$ cat config.mk
export PLATFORM = sky130hd
export DESIGN_NAME = ascii_integer_parser_flat
export DESIGN_NICKNAME = d
export VERILOG_FILES = /design/src/hdl/aip_pkg.sv /design/src/hdl/aip_in_if.sv /design/src/hdl/aip_out_if.sv /design/src/hdl/aip_ctrl.sv /design/src/hdl/aip_dpath.sv /design/src/hdl/aip_obuf.sv /design/src/hdl/ascii_integer_parser.sv /design/src/flat_wrapper.sv
export SDC_FILE = /design/constraint.sdc
export NUM_CORES = 1
export LEC_CHECK = 0
export ABC_AREA = 0
export ABC_CLOCK_PERIOD_IN_PS = 9600
export BUFFER_PORTS_ARGS = -buffer_cell sky130_fd_sc_hd__buf_4
export CAP_MARGIN = 20
export CORE_ASPECT_RATIO = 1.2
export CORE_MARGIN = 4
export CORE_UTILIZATION = 39
export CTS_CLUSTER_DIAMETER = 50
export CTS_CLUSTER_SIZE = 8
export DETAILED_ROUTE_END_ITERATION = 12
export SYNTH_ARGS = -nofsm -noshare
export SYNTH_HDL_FRONTEND = slang
export SYNTH_SLANG_ARGS = --single-unit
$ cat constraint.sdc
create_clock -name clk -period 9.6 [get_ports clk]
set_input_delay 0.48 -clock clk [delete_from_list [all_inputs] [get_ports clk]]
set_output_delay 0.48 -clock clk [all_outputs]
set_load 0.01 [all_outputs]
$ cat src/hdl/aip_pkg.sv
// ----------------------------------------------------------------------------
// aip_pkg: shared definitions of the ASCII integer parser
// Field widths, character and base codes, the parse phase type and the
// control bundle that the phase logic hands to the datapath.
// ----------------------------------------------------------------------------
`timescale 1ns / 1ps

package aip_pkg;

  // Fixed field widths of the transactions.
  localparam int BASE_BITS     = 6;
  localparam int CHAR_BITS     = 8;
  localparam int VALUE_BITS    = 64;
  localparam int CONSUMED_BITS = 16;

  // Defaults for the top-level parameters.
  localparam int VALUE_WIDTH_DEF = 64;
  localparam int COUNT_WIDTH_DEF = 16;

  // Characters that steer the parse.
  localparam logic [CHAR_BITS-1:0] CH_ZERO  = 8'h30;  // '0'
  localparam logic [CHAR_BITS-1:0] CH_NINE  = 8'h39;  // '9'
  localparam logic [CHAR_BITS-1:0] CH_MINUS = 8'h2D;  // '-'
  localparam logic [CHAR_BITS-1:0] CH_X_LO  = 8'h78;  // 'x'
  localparam logic [CHAR_BITS-1:0] CH_X_UP  = 8'h58;  // 'X'
  localparam logic [CHAR_BITS-1:0] CH_A_LO  = 8'h61;  // 'a'
  localparam logic [CHAR_BITS-1:0] CH_F_LO  = 8'h66;  // 'f'
  localparam logic [CHAR_BITS-1:0] CH_A_UP  = 8'h41;  // 'A'
  localparam logic [CHAR_BITS-1:0] CH_F_UP  = 8'h46;  // 'F'

  // Base codes.
  localparam logic [BASE_BITS-1:0] BASE_DETECT = 6'd0;
  localparam logic [BASE_BITS-1:0] BASE_OCT    = 6'd8;
  localparam logic [BASE_BITS-1:0] BASE_DEC    = 6'd10;
  localparam logic [BASE_BITS-1:0] BASE_HEX    = 6'd16;

  typedef enum logic [2:0] {
    PH_IDLE,
    PH_LEAD,
    PH_ZERO,
    PH_X,
    PH_DIGITS
  } phase_t;

  typedef enum logic [1:0] {
    ACC_HOLD,
    ACC_MAC,
    ACC_LOAD
  } acc_op_t;

  typedef struct packed {
    logic    clear;    // start byte: accumulator and count begin from zero
    logic    minus;    // a leading minus was taken
    acc_op_t acc_op;
    logic [1:0] cnt_inc;
    logic    emit;     // this byte ends the number
    logic    any;      // at least one digit belongs to the number
  } step_ctl_t;

endpackage

$ cat src/hdl/aip_in_if.sv
// ----------------------------------------------------------------------------
// aip_in_if: character channel of the ASCII integer parser
// Valid/ready channel that carries one text byte and its framing flags.
// ----------------------------------------------------------------------------
`timescale 1ns / 1ps

interface aip_in_if import aip_pkg::*; ();
  logic                 valid;
  logic                 ready;
  logic                 start_req;
  logic [BASE_BITS-1:0] base_sel;
  logic [CHAR_BITS-1:0] char_byte;
  logic                 final_req;

  modport source (output valid, output start_req, output base_sel,
                  output char_byte, output final_req, input ready);
  modport sink   (input valid, input start_req, input base_sel,
                  input char_byte, input final_req, output ready);
endinterface

$ cat src/hdl/aip_out_if.sv
// ----------------------------------------------------------------------------
// aip_out_if: result channel of the ASCII integer parser
// Valid/ready channel that carries one parsed value and its byte count.
// ----------------------------------------------------------------------------
`timescale 1ns / 1ps

interface aip_out_if import aip_pkg::*; ();
  logic                     valid;
  logic                     ready;
  logic [VALUE_BITS-1:0]    value;
  logic [CONSUMED_BITS-1:0] consumed;

  modport source (output valid, output value, output consumed, input ready);
  modport sink   (input valid, input value, input consumed, output ready);
endinterface

$ cat src/hdl/aip_ctrl.sv
// ----------------------------------------------------------------------------
// aip_ctrl: parse phase logic
// Classifies the current byte against the parse phase and base, and
// produces the next phase, the next base and the datapath controls.
// ----------------------------------------------------------------------------
`timescale 1ns / 1ps

module aip_ctrl import aip_pkg::*; (
  input  phase_t               phase_r,
  input  logic [BASE_BITS-1:0] base_r,
  input  logic                 signed_mode,
  input  logic                 start_req,
  input  logic [BASE_BITS-1:0] base_sel,
  input  logic [CHAR_BITS-1:0] char_byte,
  input  logic                 final_req,
  output phase_t               phase_nxt,
  output logic [BASE_BITS-1:0] base_nxt,
  output logic [3:0]           hex_val,
  output step_ctl_t            ctl
);

  // Bases that allow a 0x prefix.
  function automatic logic base_flex(input logic [BASE_BITS-1:0] b);
    return (b == BASE_DETECT) || (b == BASE_HEX);
  endfunction

  logic                 hex_ok;
  logic [BASE_BITS-1:0] base_in;
  logic [BASE_BITS-1:0] base_dig;
  logic                 minus_take;
  logic                 is_x;
  logic                 lead_path;
  logic                 lead_zero;
  logic                 dig_path;
  logic                 digit_ok;
  logic                 x_take;
  logic                 x_reject;
  logic                 any_dig;
  logic                 step_emit;
  logic                 final_emit;
  phase_t               phase_mid;

  // Hex character decode.
  always_comb begin
    hex_ok  = 1'b1;
    hex_val = 4'd0;
    if (char_byte >= CH_ZERO && char_byte <= CH_NINE) begin
      hex_val = 4'(char_byte - CH_ZERO);
    end else if (char_byte >= CH_A_LO && char_byte <= CH_F_LO) begin
      hex_val = 4'(char_byte - CH_A_LO + 8'd10);
    end else if (char_byte >= CH_A_UP && char_byte <= CH_F_UP) begin
      hex_val = 4'(char_byte - CH_A_UP + 8'd10);
    end else begin
      hex_ok = 1'b0;
    end
  end

  // Byte classification.
  always_comb begin
    base_in    = start_req ? base_sel : base_r;
    minus_take = start_req && signed_mode && (char_byte == CH_MINUS);
    is_x       = (char_byte == CH_X_LO) || (char_byte == CH_X_UP);
    lead_path  = (start_req && !minus_take) ||
                 (!start_req && (phase_r == PH_LEAD) && base_flex(base_r));
    lead_zero  = lead_path && base_flex(base_in) && (char_byte == CH_ZERO);
    dig_path   = (lead_path && !lead_zero) ||
                 (!start_req && (((phase_r == PH_LEAD) && !base_flex(base_r)) ||
                                 ((phase_r == PH_ZERO) && !is_x) ||
                                 (phase_r == PH_DIGITS)));
    base_dig = base_in;
    if (lead_path && (base_in == BASE_DETECT)) begin
      base_dig = BASE_DEC;
    end else if (!start_req && (phase_r == PH_ZERO) && (base_r == BASE_DETECT)) begin
      base_dig = BASE_OCT;
    end
    digit_ok  = hex_ok && (BASE_BITS'(hex_val) < base_dig);
    x_take    = !start_req && (phase_r == PH_X) && hex_ok;
    x_reject  = !start_req && (phase_r == PH_X) && !hex_ok;
    any_dig   = !start_req && ((phase_r == PH_ZERO) || (phase_r == PH_DIGITS));
    step_emit = (dig_path && !digit_ok) || x_reject;

    if (start_req) begin
      if (minus_take) begin
        phase_mid = PH_LEAD;
      end else if (lead_zero) begin
        phase_mid = PH_ZERO;
      end else begin
        phase_mid = digit_ok ? PH_DIGITS : PH_IDLE;
      end
    end else begin
      unique case (phase_r)
        PH_IDLE:   phase_mid = PH_IDLE;
        PH_LEAD: begin
          if (lead_zero) begin
            phase_mid = PH_ZERO;
          end else begin
            phase_mid = digit_ok ? PH_DIGITS : PH_IDLE;
          end
        end
        PH_ZERO: begin
          if (is_x) begin
            phase_mid = PH_X;
          end else begin
            phase_mid = digit_ok ? PH_DIGITS : PH_IDLE;
          end
        end
        PH_X:      phase_mid = hex_ok ? PH_DIGITS : PH_IDLE;
        PH_DIGITS: phase_mid = digit_ok ? PH_DIGITS : PH_IDLE;
        default:   phase_mid = PH_IDLE;
      endcase
    end

    final_emit = !step_emit && final_req && (phase_mid != PH_IDLE);
  end

  // Next state.
  always_comb begin
    phase_nxt = final_emit ? PH_IDLE : phase_mid;
    if (x_take || x_reject) begin
      base_nxt = BASE_HEX;
    end else if (dig_path) begin
      base_nxt = base_dig;
    end else begin
      base_nxt = base_in;
    end
  end

  // Datapath controls.
  always_comb begin
    ctl.clear = start_req;
    ctl.minus = minus_take;
    ctl.emit  = step_emit || final_emit;
    ctl.any   = step_emit ? (x_reject || any_dig) : (phase_mid != PH_LEAD);
    if (dig_path && digit_ok) begin
      ctl.acc_op = ACC_MAC;
    end else if (x_take) begin
      ctl.acc_op = ACC_LOAD;
    end else begin
      ctl.acc_op = ACC_HOLD;
    end
    if (x_take) begin
      ctl.cnt_inc = 2'd2;
    end else if (minus_take || lead_zero || (dig_path && digit_ok)) begin
      ctl.cnt_inc = 2'd1;
    end else begin
      ctl.cnt_inc = 2'd0;
    end
  end

endmodule

$ cat src/hdl/aip_dpath.sv
// ----------------------------------------------------------------------------
// aip_dpath: accumulator and byte count datapath
// One multiply-add per digit, a saturating byte count, and the sign and
// zero handling of the finished number.
// ----------------------------------------------------------------------------
`timescale 1ns / 1ps

module aip_dpath import aip_pkg::*; #(
  parameter int VALUE_WIDTH = VALUE_WIDTH_DEF,
  parameter int COUNT_WIDTH = COUNT_WIDTH_DEF
) (
  input  step_ctl_t                ctl,
  input  logic [VALUE_WIDTH-1:0]   acc_r,
  input  logic [COUNT_WIDTH-1:0]   cnt_r,
  input  logic                     neg_r,
  input  logic [BASE_BITS-1:0]     base_nxt,
  input  logic [3:0]               hex_val,
  output logic [VALUE_WIDTH-1:0]   acc_nxt,
  output logic [COUNT_WIDTH-1:0]   cnt_nxt,
  output logic                     neg_nxt,
  output logic [VALUE_BITS-1:0]    res_value,
  output logic [CONSUMED_BITS-1:0] res_consumed
);

  localparam int CNT_EXT = (COUNT_WIDTH > CONSUMED_BITS) ? COUNT_WIDTH : CONSUMED_BITS;

  logic [VALUE_WIDTH-1:0] acc_eff;
  logic [COUNT_WIDTH-1:0] cnt_eff;
  logic [VALUE_WIDTH-1:0] mac;
  logic [COUNT_WIDTH:0]   cnt_sum;
  logic [VALUE_WIDTH-1:0] mag;
  logic [VALUE_WIDTH-1:0] signed_val;
  logic [COUNT_WIDTH-1:0] cnt_out;
  logic [CNT_EXT-1:0]     cnt_ext;

  assign acc_eff = ctl.clear ? '0 : acc_r;
  assign cnt_eff = ctl.clear ? '0 : cnt_r;
  assign neg_nxt = ctl.clear ? ctl.minus : neg_r;

  // The product is taken modulo 2^VALUE_WIDTH, as the accumulator wraps.
  assign mac = acc_eff * VALUE_WIDTH'(base_nxt) + VALUE_WIDTH'(hex_val);

  always_comb begin
    case (ctl.acc_op)
      ACC_MAC:  acc_nxt = mac;
      ACC_LOAD: acc_nxt = VALUE_WIDTH'(hex_val);
      default:  acc_nxt = acc_eff;
    endcase
  end

  assign cnt_sum = {1'b0, cnt_eff} + (COUNT_WIDTH + 1)'(ctl.cnt_inc);
  assign cnt_nxt = cnt_sum[COUNT_WIDTH] ? '1 : cnt_sum[COUNT_WIDTH-1:0];

  // A number without digits reports zero for both fields.
  assign mag        = ctl.any ? acc_nxt : '0;
  assign signed_val = neg_nxt ? ('0 - mag) : mag;
  assign cnt_out    = ctl.any ? cnt_nxt : '0;
  assign cnt_ext    = CNT_EXT'(cnt_out);

  assign res_value    = VALUE_BITS'(signed_val);
  assign res_consumed = cnt_ext[CONSUMED_BITS-1:0];

endmodule

$ cat src/hdl/aip_obuf.sv
// ----------------------------------------------------------------------------
// aip_obuf: result register
// Holds one finished result until the sink takes it and reports whether a
// new result can be loaded in this cycle.
// ----------------------------------------------------------------------------
`timescale 1ns / 1ps

module aip_obuf import aip_pkg::*; (
  input  logic                     clk,
  input  logic                     rst_n,
  input  logic                     load,
  input  logic [VALUE_BITS-1:0]    value,
  input  logic [CONSUMED_BITS-1:0] consumed,
  output logic                     space,
  aip_out_if.source                out_bus
);

  logic                     valid_r;
  logic                     valid_nxt;
  logic [VALUE_BITS-1:0]    value_r;
  logic [CONSUMED_BITS-1:0] consumed_r;

  assign space = !valid_r || out_bus.ready;

  always_comb begin
    if (load) begin
      valid_nxt = 1'b1;
    end else if (out_bus.ready) begin
      valid_nxt = 1'b0;
    end else begin
      valid_nxt = valid_r;
    end
  end

  always_ff @(posedge clk) begin
    if (!rst_n) begin
      valid_r <= 1'b0;
    end else begin
      valid_r <= valid_nxt;
    end
  end

  always_ff @(posedge clk) begin
    if (load) begin
      value_r    <= value;
      consumed_r <= consumed;
    end
  end

  assign out_bus.valid    = valid_r;
  assign out_bus.value    = value_r;
  assign out_bus.consumed = consumed_r;

endmodule

$ cat src/hdl/ascii_integer_parser.sv
// ----------------------------------------------------------------------------
// ascii_integer_parser: byte-serial string to integer converter
// Takes the text of a number one character per transaction and returns its
// value and the number of bytes that formed it, in the manner of strtoul and
// strtol. A transaction with start_req opens a number and carries its base;
// base 0 picks 16 for a "0x"/"0X" prefix followed by a hex digit, 8 for any
// other leading zero and 10 otherwise, and base 16 skips an optional prefix.
// With signed_mode set, a leading '-' negates the result. The first byte that
// is not a digit of the base ends the number and is dropped; a byte with
// final_req ends it after that byte is used. Either way exactly one result
// transaction follows. The value wraps modulo 2^VALUE_WIDTH and the count
// saturates at 2^COUNT_WIDTH - 1. The block takes one character per clock
// cycle while the result register has room; a character is registered on
// acceptance and its result, if any, is loaded into the result register
// when that character is processed. The pace is set only by the result
// register: while it holds a result that the sink has not taken, the
// character stage waits. Bytes that arrive without start_req while no number
// is open are dropped, and start_req in the middle of a number abandons it
// without a result. Write signed_mode only while no number is in flight.
// ----------------------------------------------------------------------------
`timescale 1ns / 1ps

module ascii_integer_parser import aip_pkg::*; #(
  parameter int VALUE_WIDTH = VALUE_WIDTH_DEF,
  parameter int COUNT_WIDTH = COUNT_WIDTH_DEF
) (
  input  logic      clk,
  input  logic      rst_n,
  input  logic      cfg_we,
  input  logic      cfg_wdata,
  aip_in_if.sink    in_bus,
  aip_out_if.source out_bus
);

  // Configuration register.
  logic signed_mode_r;

  // Character stage: the accepted transaction waits here until it is processed.
  logic                 s1_valid_r;
  logic                 s1_valid_nxt;
  logic                 s1_start_r;
  logic [BASE_BITS-1:0] s1_base_r;
  logic [CHAR_BITS-1:0] s1_char_r;
  logic                 s1_final_r;

  // Parse state of the open number.
  phase_t                 phase_r;
  logic [BASE_BITS-1:0]   base_r;
  logic [VALUE_WIDTH-1:0] acc_r;
  logic [COUNT_WIDTH-1:0] cnt_r;
  logic                   neg_r;

  phase_t                   phase_nxt;
  logic [BASE_BITS-1:0]     base_nxt;
  logic [VALUE_WIDTH-1:0]   acc_nxt;
  logic [COUNT_WIDTH-1:0]   cnt_nxt;
  logic                     neg_nxt;
  logic [3:0]               hex_val;
  step_ctl_t                ctl;
  logic [VALUE_BITS-1:0]    res_value;
  logic [CONSUMED_BITS-1:0] res_consumed;
  logic                     obuf_space;
  logic                     advance;
  logic                     res_load;

  always_ff @(posedge clk) begin
    if (!rst_n) begin
      signed_mode_r <= 1'b0;
    end else if (cfg_we) begin
      signed_mode_r <= cfg_wdata;
    end
  end

  // The held character is processed whenever the result register can take
  // whatever it may produce. A new character enters in the same cycle.
  assign advance      = s1_valid_r && obuf_space;
  assign in_bus.ready = !s1_valid_r || advance;
  assign res_load     = advance && ctl.emit;

  always_comb begin
    if (in_bus.valid && in_bus.ready) begin
      s1_valid_nxt = 1'b1;
    end else if (advance) begin
      s1_valid_nxt = 1'b0;
    end else begin
      s1_valid_nxt = s1_valid_r;
    end
  end

  always_ff @(posedge clk) begin
    if (!rst_n) begin
      s1_valid_r <= 1'b0;
    end else begin
      s1_valid_r <= s1_valid_nxt;
    end
  end

  always_ff @(posedge clk) begin
    if (in_bus.valid && in_bus.ready) begin
      s1_start_r <= in_bus.start_req;
      s1_base_r  <= in_bus.base_sel;
      s1_char_r  <= in_bus.char_byte;
      s1_final_r <= in_bus.final_req;
    end
  end

  aip_ctrl u_ctrl (
    .phase_r     (phase_r),
    .base_r      (base_r),
    .signed_mode (signed_mode_r),
    .start_req   (s1_start_r),
    .base_sel    (s1_base_r),
    .char_byte   (s1_char_r),
    .final_req   (s1_final_r),
    .phase_nxt   (phase_nxt),
    .base_nxt    (base_nxt),
    .hex_val     (hex_val),
    .ctl         (ctl)
  );

  aip_dpath #(
    .VALUE_WIDTH (VALUE_WIDTH),
    .COUNT_WIDTH (COUNT_WIDTH)
  ) u_dpath (
    .ctl          (ctl),
    .acc_r        (acc_r),
    .cnt_r        (cnt_r),
    .neg_r        (neg_r),
    .base_nxt     (base_nxt),
    .hex_val      (hex_val),
    .acc_nxt      (acc_nxt),
    .cnt_nxt      (cnt_nxt),
    .neg_nxt      (neg_nxt),
    .res_value    (res_value),
    .res_consumed (res_consumed)
  );

  // The parse state moves only when the held character is processed.
  always_ff @(posedge clk) begin
    if (!rst_n) begin
      phase_r <= PH_IDLE;
      base_r  <= '0;
      acc_r   <= '0;
      cnt_r   <= '0;
      neg_r   <= 1'b0;
    end else if (advance) begin
      phase_r <= phase_nxt;
      base_r  <= base_nxt;
      acc_r   <= acc_nxt;
      cnt_r   <= cnt_nxt;
      neg_r   <= neg_nxt;
    end
  end

  aip_obuf u_obuf (
    .clk      (clk),
    .rst_n    (rst_n),
    .load     (res_load),
    .value    (res_value),
    .consumed (res_consumed),
    .space    (obuf_space),
    .out_bus  (out_bus)
  );

`ifndef ASSERT_OFF
  // A result is never loaded over one that the sink has not yet taken.
  a_no_overwrite: assert property (@(posedge clk) disable iff (!rst_n)
    res_load |-> (!out_bus.valid || out_bus.ready))
    else $error("result register overwritten before it was taken");

  // Once a number has been reported, no number stays open.
  a_idle_after_emit: assert property (@(posedge clk) disable iff (!rst_n)
    res_load |=> (phase_r == PH_IDLE))
    else $error("parse phase not idle after a result");

  // A result only appears after a character was processed.
  a_result_source: assert property (@(posedge clk) disable iff (!rst_n)
    $rose(out_bus.valid) |-> $past(res_load))
    else $error("result appeared without a processed character");

  // The character stage never drops a held transaction.
  a_stage_hold: assert property (@(posedge clk) disable iff (!rst_n)
    (s1_valid_r && !advance) |=> (s1_valid_r && $stable(s1_char_r)))
    else $error("held character lost while stalled");
`endif

endmodule
$ cat src/flat_wrapper.sv
// flat-port wrapper written by rule: the top's interface ports become plain ports
module ascii_integer_parser_flat import aip_pkg::*;
#(
  parameter int VALUE_WIDTH = VALUE_WIDTH_DEF,
  parameter int COUNT_WIDTH = COUNT_WIDTH_DEF
)
  (clk, rst_n, cfg_we, cfg_wdata, in_bus_valid, in_bus_start_req, in_bus_base_sel, in_bus_char_byte, in_bus_final_req, in_bus_ready, out_bus_valid, out_bus_value, out_bus_consumed, out_bus_ready);
  aip_in_if in_bus_i ();
  aip_out_if out_bus_i ();
  input  logic clk;
  input  logic rst_n;
  input  logic cfg_we;
  input  logic cfg_wdata;
  input wire logic [$bits(in_bus_i.valid)-1:0] in_bus_valid;
  input wire logic [$bits(in_bus_i.start_req)-1:0] in_bus_start_req;
  input wire logic [$bits(in_bus_i.base_sel)-1:0] in_bus_base_sel;
  input wire logic [$bits(in_bus_i.char_byte)-1:0] in_bus_char_byte;
  input wire logic [$bits(in_bus_i.final_req)-1:0] in_bus_final_req;
  output wire logic [$bits(in_bus_i.ready)-1:0] in_bus_ready;
  output wire logic [$bits(out_bus_i.valid)-1:0] out_bus_valid;
  output wire logic [$bits(out_bus_i.value)-1:0] out_bus_value;
  output wire logic [$bits(out_bus_i.consumed)-1:0] out_bus_consumed;
  input wire logic [$bits(out_bus_i.ready)-1:0] out_bus_ready;
  assign in_bus_i.valid = in_bus_valid;
  assign in_bus_i.start_req = in_bus_start_req;
  assign in_bus_i.base_sel = in_bus_base_sel;
  assign in_bus_i.char_byte = in_bus_char_byte;
  assign in_bus_i.final_req = in_bus_final_req;
  assign in_bus_ready = in_bus_i.ready;
  assign out_bus_valid = out_bus_i.valid;
  assign out_bus_value = out_bus_i.value;
  assign out_bus_consumed = out_bus_i.consumed;
  assign out_bus_i.ready = out_bus_ready;
  ascii_integer_parser #(.VALUE_WIDTH(VALUE_WIDTH), .COUNT_WIDTH(COUNT_WIDTH)) u_core (.clk(clk), .rst_n(rst_n), .cfg_we(cfg_we), .cfg_wdata(cfg_wdata), .in_bus(in_bus_i), .out_bus(out_bus_i));
endmodule
==> results.yml <==
worst_setup_path:
  cp-start-kind: "register"
  critical_path_class: "reg2reg"
  worstPathRequired_ns: 9.81
  crit_path_max_fanout: 27
  arrival_ns: 9.56
  crit_path_end_kind: "register"
sta:
  setup_viol: 0
  final.setup.tns_ns: 0
  rsz0062_at_grt: "no"
  fin_crit_sh_pct: 97.43
  slew_headroom_pct: 33.53
  final-max-slew-violation-count: 0
  final.setup.worst_slack_ns: 0.2468
  max_freq_mhz: 106.9
  hold_viol: 0
  period_needed_ns: 9.353
  finalClockSkew_ns: 0.01923
  tightest_slew_ns: 0.9970
die:
  die_x_um: 231.0
  start_util_pct: 39.63
  core_um2: 58740
  die_area_um2: 63680
  die_y_um: 275.6
  rows: 97
  io_pins: 104
cts:
  h-tree-depth: 4
  numClockSinks: 189
  clk_path_buf_depth: 2
  numCtsBuffers: 17
  clkTransAtPathRegs_ns: 0.08
  cts_root_buffer: "clkbuf_16"
  clock_latency_ns: 0.47
  cts_tree: "built"
  hold_buffers: 0
power:
  leakagePower_nw: 11.17
  ir_drop_uv: 107.2
  p_per_area_nw_per_um2: 84.68
cells_and_area:
  post-route-util_pct: 43.35
  seqCellArea_um2: 4745
  finalNetCount: 3233
  antennaDiodeCount: 0
  syn_to_final_growth_pct: 9.378
  fillers: 5869
  multi_input_area_um2: 17650
  drive_above_1_share_pct: 9.139
placed_design:
  place_congestion: 0.9707
  hpwl_um: 62710
  dp_slack_ns: 0.4364
  port_buffers: 103
global_routing:
  grt_pass1_wl_um: 129100
  grt_antenna_before_repair: 2
  grt_max_degree: 74
  gr-usage-met3_pct: 3.375
  first_global_vias: 22190
  overflow: 0
  met1_usage_pct: 34.14
  gr-usage-met2_pct: 43.49
  grt.busiest_layer: "met2"
  track_usage_pct: 25.76
logic_synthesis:
  yosysUniqueCellTypes: 94
  synth_flop_cell: "edfxtp_1"
  synth_compound_area_share_pct: 18.67
  synthSimpleGateAreaFrac_pct: 23.39
  yosysWarningCount: 0
  synthArstFlopShare_pct: 0
  ys_seq_elements: 189
  synth_nets: 3224
  synth_top_family_by_area: "adder cells"
  synth_top_area_share_pct: 20.55
  synth_xor_area_share_pct: 4.138
  synth_area_leaders: "fa_1 (21%), edfxtp_1 (12%), nor2_1 (9.4%), dfxtp_1 (8.0%), ha_1 (7.5%)"
  yosys-top-cells-count: "nor2_1 (582), nand2_1 (280), fa_1 (239)"
  yosys.area_share.adder_pct: 28.08
  muxShareOfSynthArea_pct: 1.069
  synth_area_um2: 23280
  yosysTopAreaCell: "fa_1"
  synth_cells: 2823
  synth_edf_count: 96
  syn_avg_cell_area_um2: 8.247
  ys_seq_area_share_pct: 20.38
  synth_most_common_cell: "nor2_1"
route:
  drc: 0
  routed_wl_um: 83520
  wl_per_cell_um: 22.97
  dr.pass1.iters: 6
  vias: 22100
  drt_iter0_markers: 2004
  ant_nets: 0
  via_per_inst: 6.078
outcome:
  outcome: "finished clean"
flow_run:
  cap_violations: 0
min_path:
  hold_path_class: "in2reg"
==> worst max-delay path, stage by stage, from the launching register on <==
cell and delay, ns:
edfxtp_1 0.44, buf_4 0.33, nor3b_1 0.49, nor2_1 0.10, nor4_1 0.52, nor2_1 0.14, a211o_2 0.63, nand2b_1 0.28
fa_1 0.49, fa_1 0.56, inv_1 0.06, fa_1 0.43, ha_1 0.29, ha_1 0.47, a21oi_1 0.21, and2_1 0.24
a2111o_1 0.50, a21oi_1 0.46, o21ai_0 0.18, buf_4 0.20, o31ai_1 0.70, xor2_1 0.19, a211oi_1 0.28, o21ai_0 0.25
nor4_1 0.37, o21ai_1 0.12, xor2_1 0.17
==> layer usage <==
metal  part of all wire (%)  wire length, um
met5                  0.019               16
met4                    3.8             3202
met3                    7.0             5836
met2                     47            39540
met1                     42            34930
==> power by group <==
part | internal [W] | leakage (nW) | switching [W]
clock | 0.000343 | 0.274 | 0.000374
sequential | 0.000875 | 1.70 | 0.0000173
combinational | 0.000168 | 9.20 | 0.000378
total | 0.00139 | 11.2 | 0.000770
==> cell families after synthesis <==
logic type	Yosys count
muxes	24
xor gates and xnor gates	110
AOI/OAI and AO/OA	658
and+or+nand+nor	1212
adders and majority gates	379
DFF	189
buffers and inverters	251
==> layout make-up <==
class / instances / area share [%]
inverter: 78 / 1.150
multi-input combinational: 2384 / 69.31
tap: 792 / 3.892
timing repair buffer: 162 / 4.825
sequential: 189 / 18.63
clock buffer: 18 / 1.685
clock inverter: 14 / 0.5110
==> sequential cells by signal, summed over array words and instances, names as in the netlist, 3 cells and up <==
name,count
u_core.acc_r,64
u_core.u_obuf.out_bus.value,64
u_core.cnt_r,16
u_core.u_obuf.out_bus.consumed,16
u_core.s1_char_r,8
u_core.base_r,6
u_core.s1_base_r,6
u_core.phase_r,3
==> repair_timing <==
item / CTS / global route
buffers inserted: 0 / 0
setup endpoints to repair: 0 / 10
endpoints found under the hold margin: 0 / 0
resized for setup: 0 / 3
==> final timing paths <==
kind | cells past startpoint | startpoint | end | slack [ns]
min reg2reg | 2 | u_core.acc_r[56] | u_core.acc_r[56] | 0.46
min | 1 | in_bus_char_byte[6] | u_core.s1_char_r[6] | 0.20
max reg2reg | 26 | u_core.s1_start_r | u_core.u_obuf.out_bus.value[60] | 0.25
max | 26 | u_core.s1_start_r | u_core.u_obuf.out_bus.value[60] | 0.25
==> cell usage in the layout (no fill, tap or decap), types with 8 or more instances in the layout <==
master,netlist,final
a21o_1,39,39
ha_1,140,140
a211oi_1,48,48
and2_1,20,19
clkbuf_16,0,17
nor2b_1,24,23
a211o_1,11,10
nor2_1,582,581
nand3_1,44,44
nor4_1,19,19
inv_1,76,75
nor3b_1,9,9
nand4_1,36,36
or2_2,10,10
o31ai_1,27,26
a31oi_1,28,27
nor3_1,77,77
o22ai_1,9,9
or3_1,18,18
a21oi_1,195,193
mux2i_1,17,17
fa_1,239,239
o21a_1,20,20
nand2b_1,22,20
edfxtp_1,96,96
and3_1,22,22
o21bai_1,8,8
buf_4,0,161
xor2_1,55,55
xnor2_1,55,55
a22oi_1,21,21
dfxtp_1,93,93
o21ai_0,116,114
o211ai_1,23,23
nand2_1,280,279
or4_1,11,11
==> per-stage QoR <==
stage	instances	hold WS, ns	power [W]	instance area (um2)
2_1_floorplan	2823	0.4273	0.001254	23280
3_3_place_gp	3604	0.4336	0.001437	24880
3_5_place_dp	3604	0.4499	0.001443	24880
4_1_cts	3636	0.1794	0.002153	25440
5_1_grt	3637	0.1771	0.002242	25460
6_report	3637	0.2017	0.002156	25460
Power figures use the tool's default switching activity.
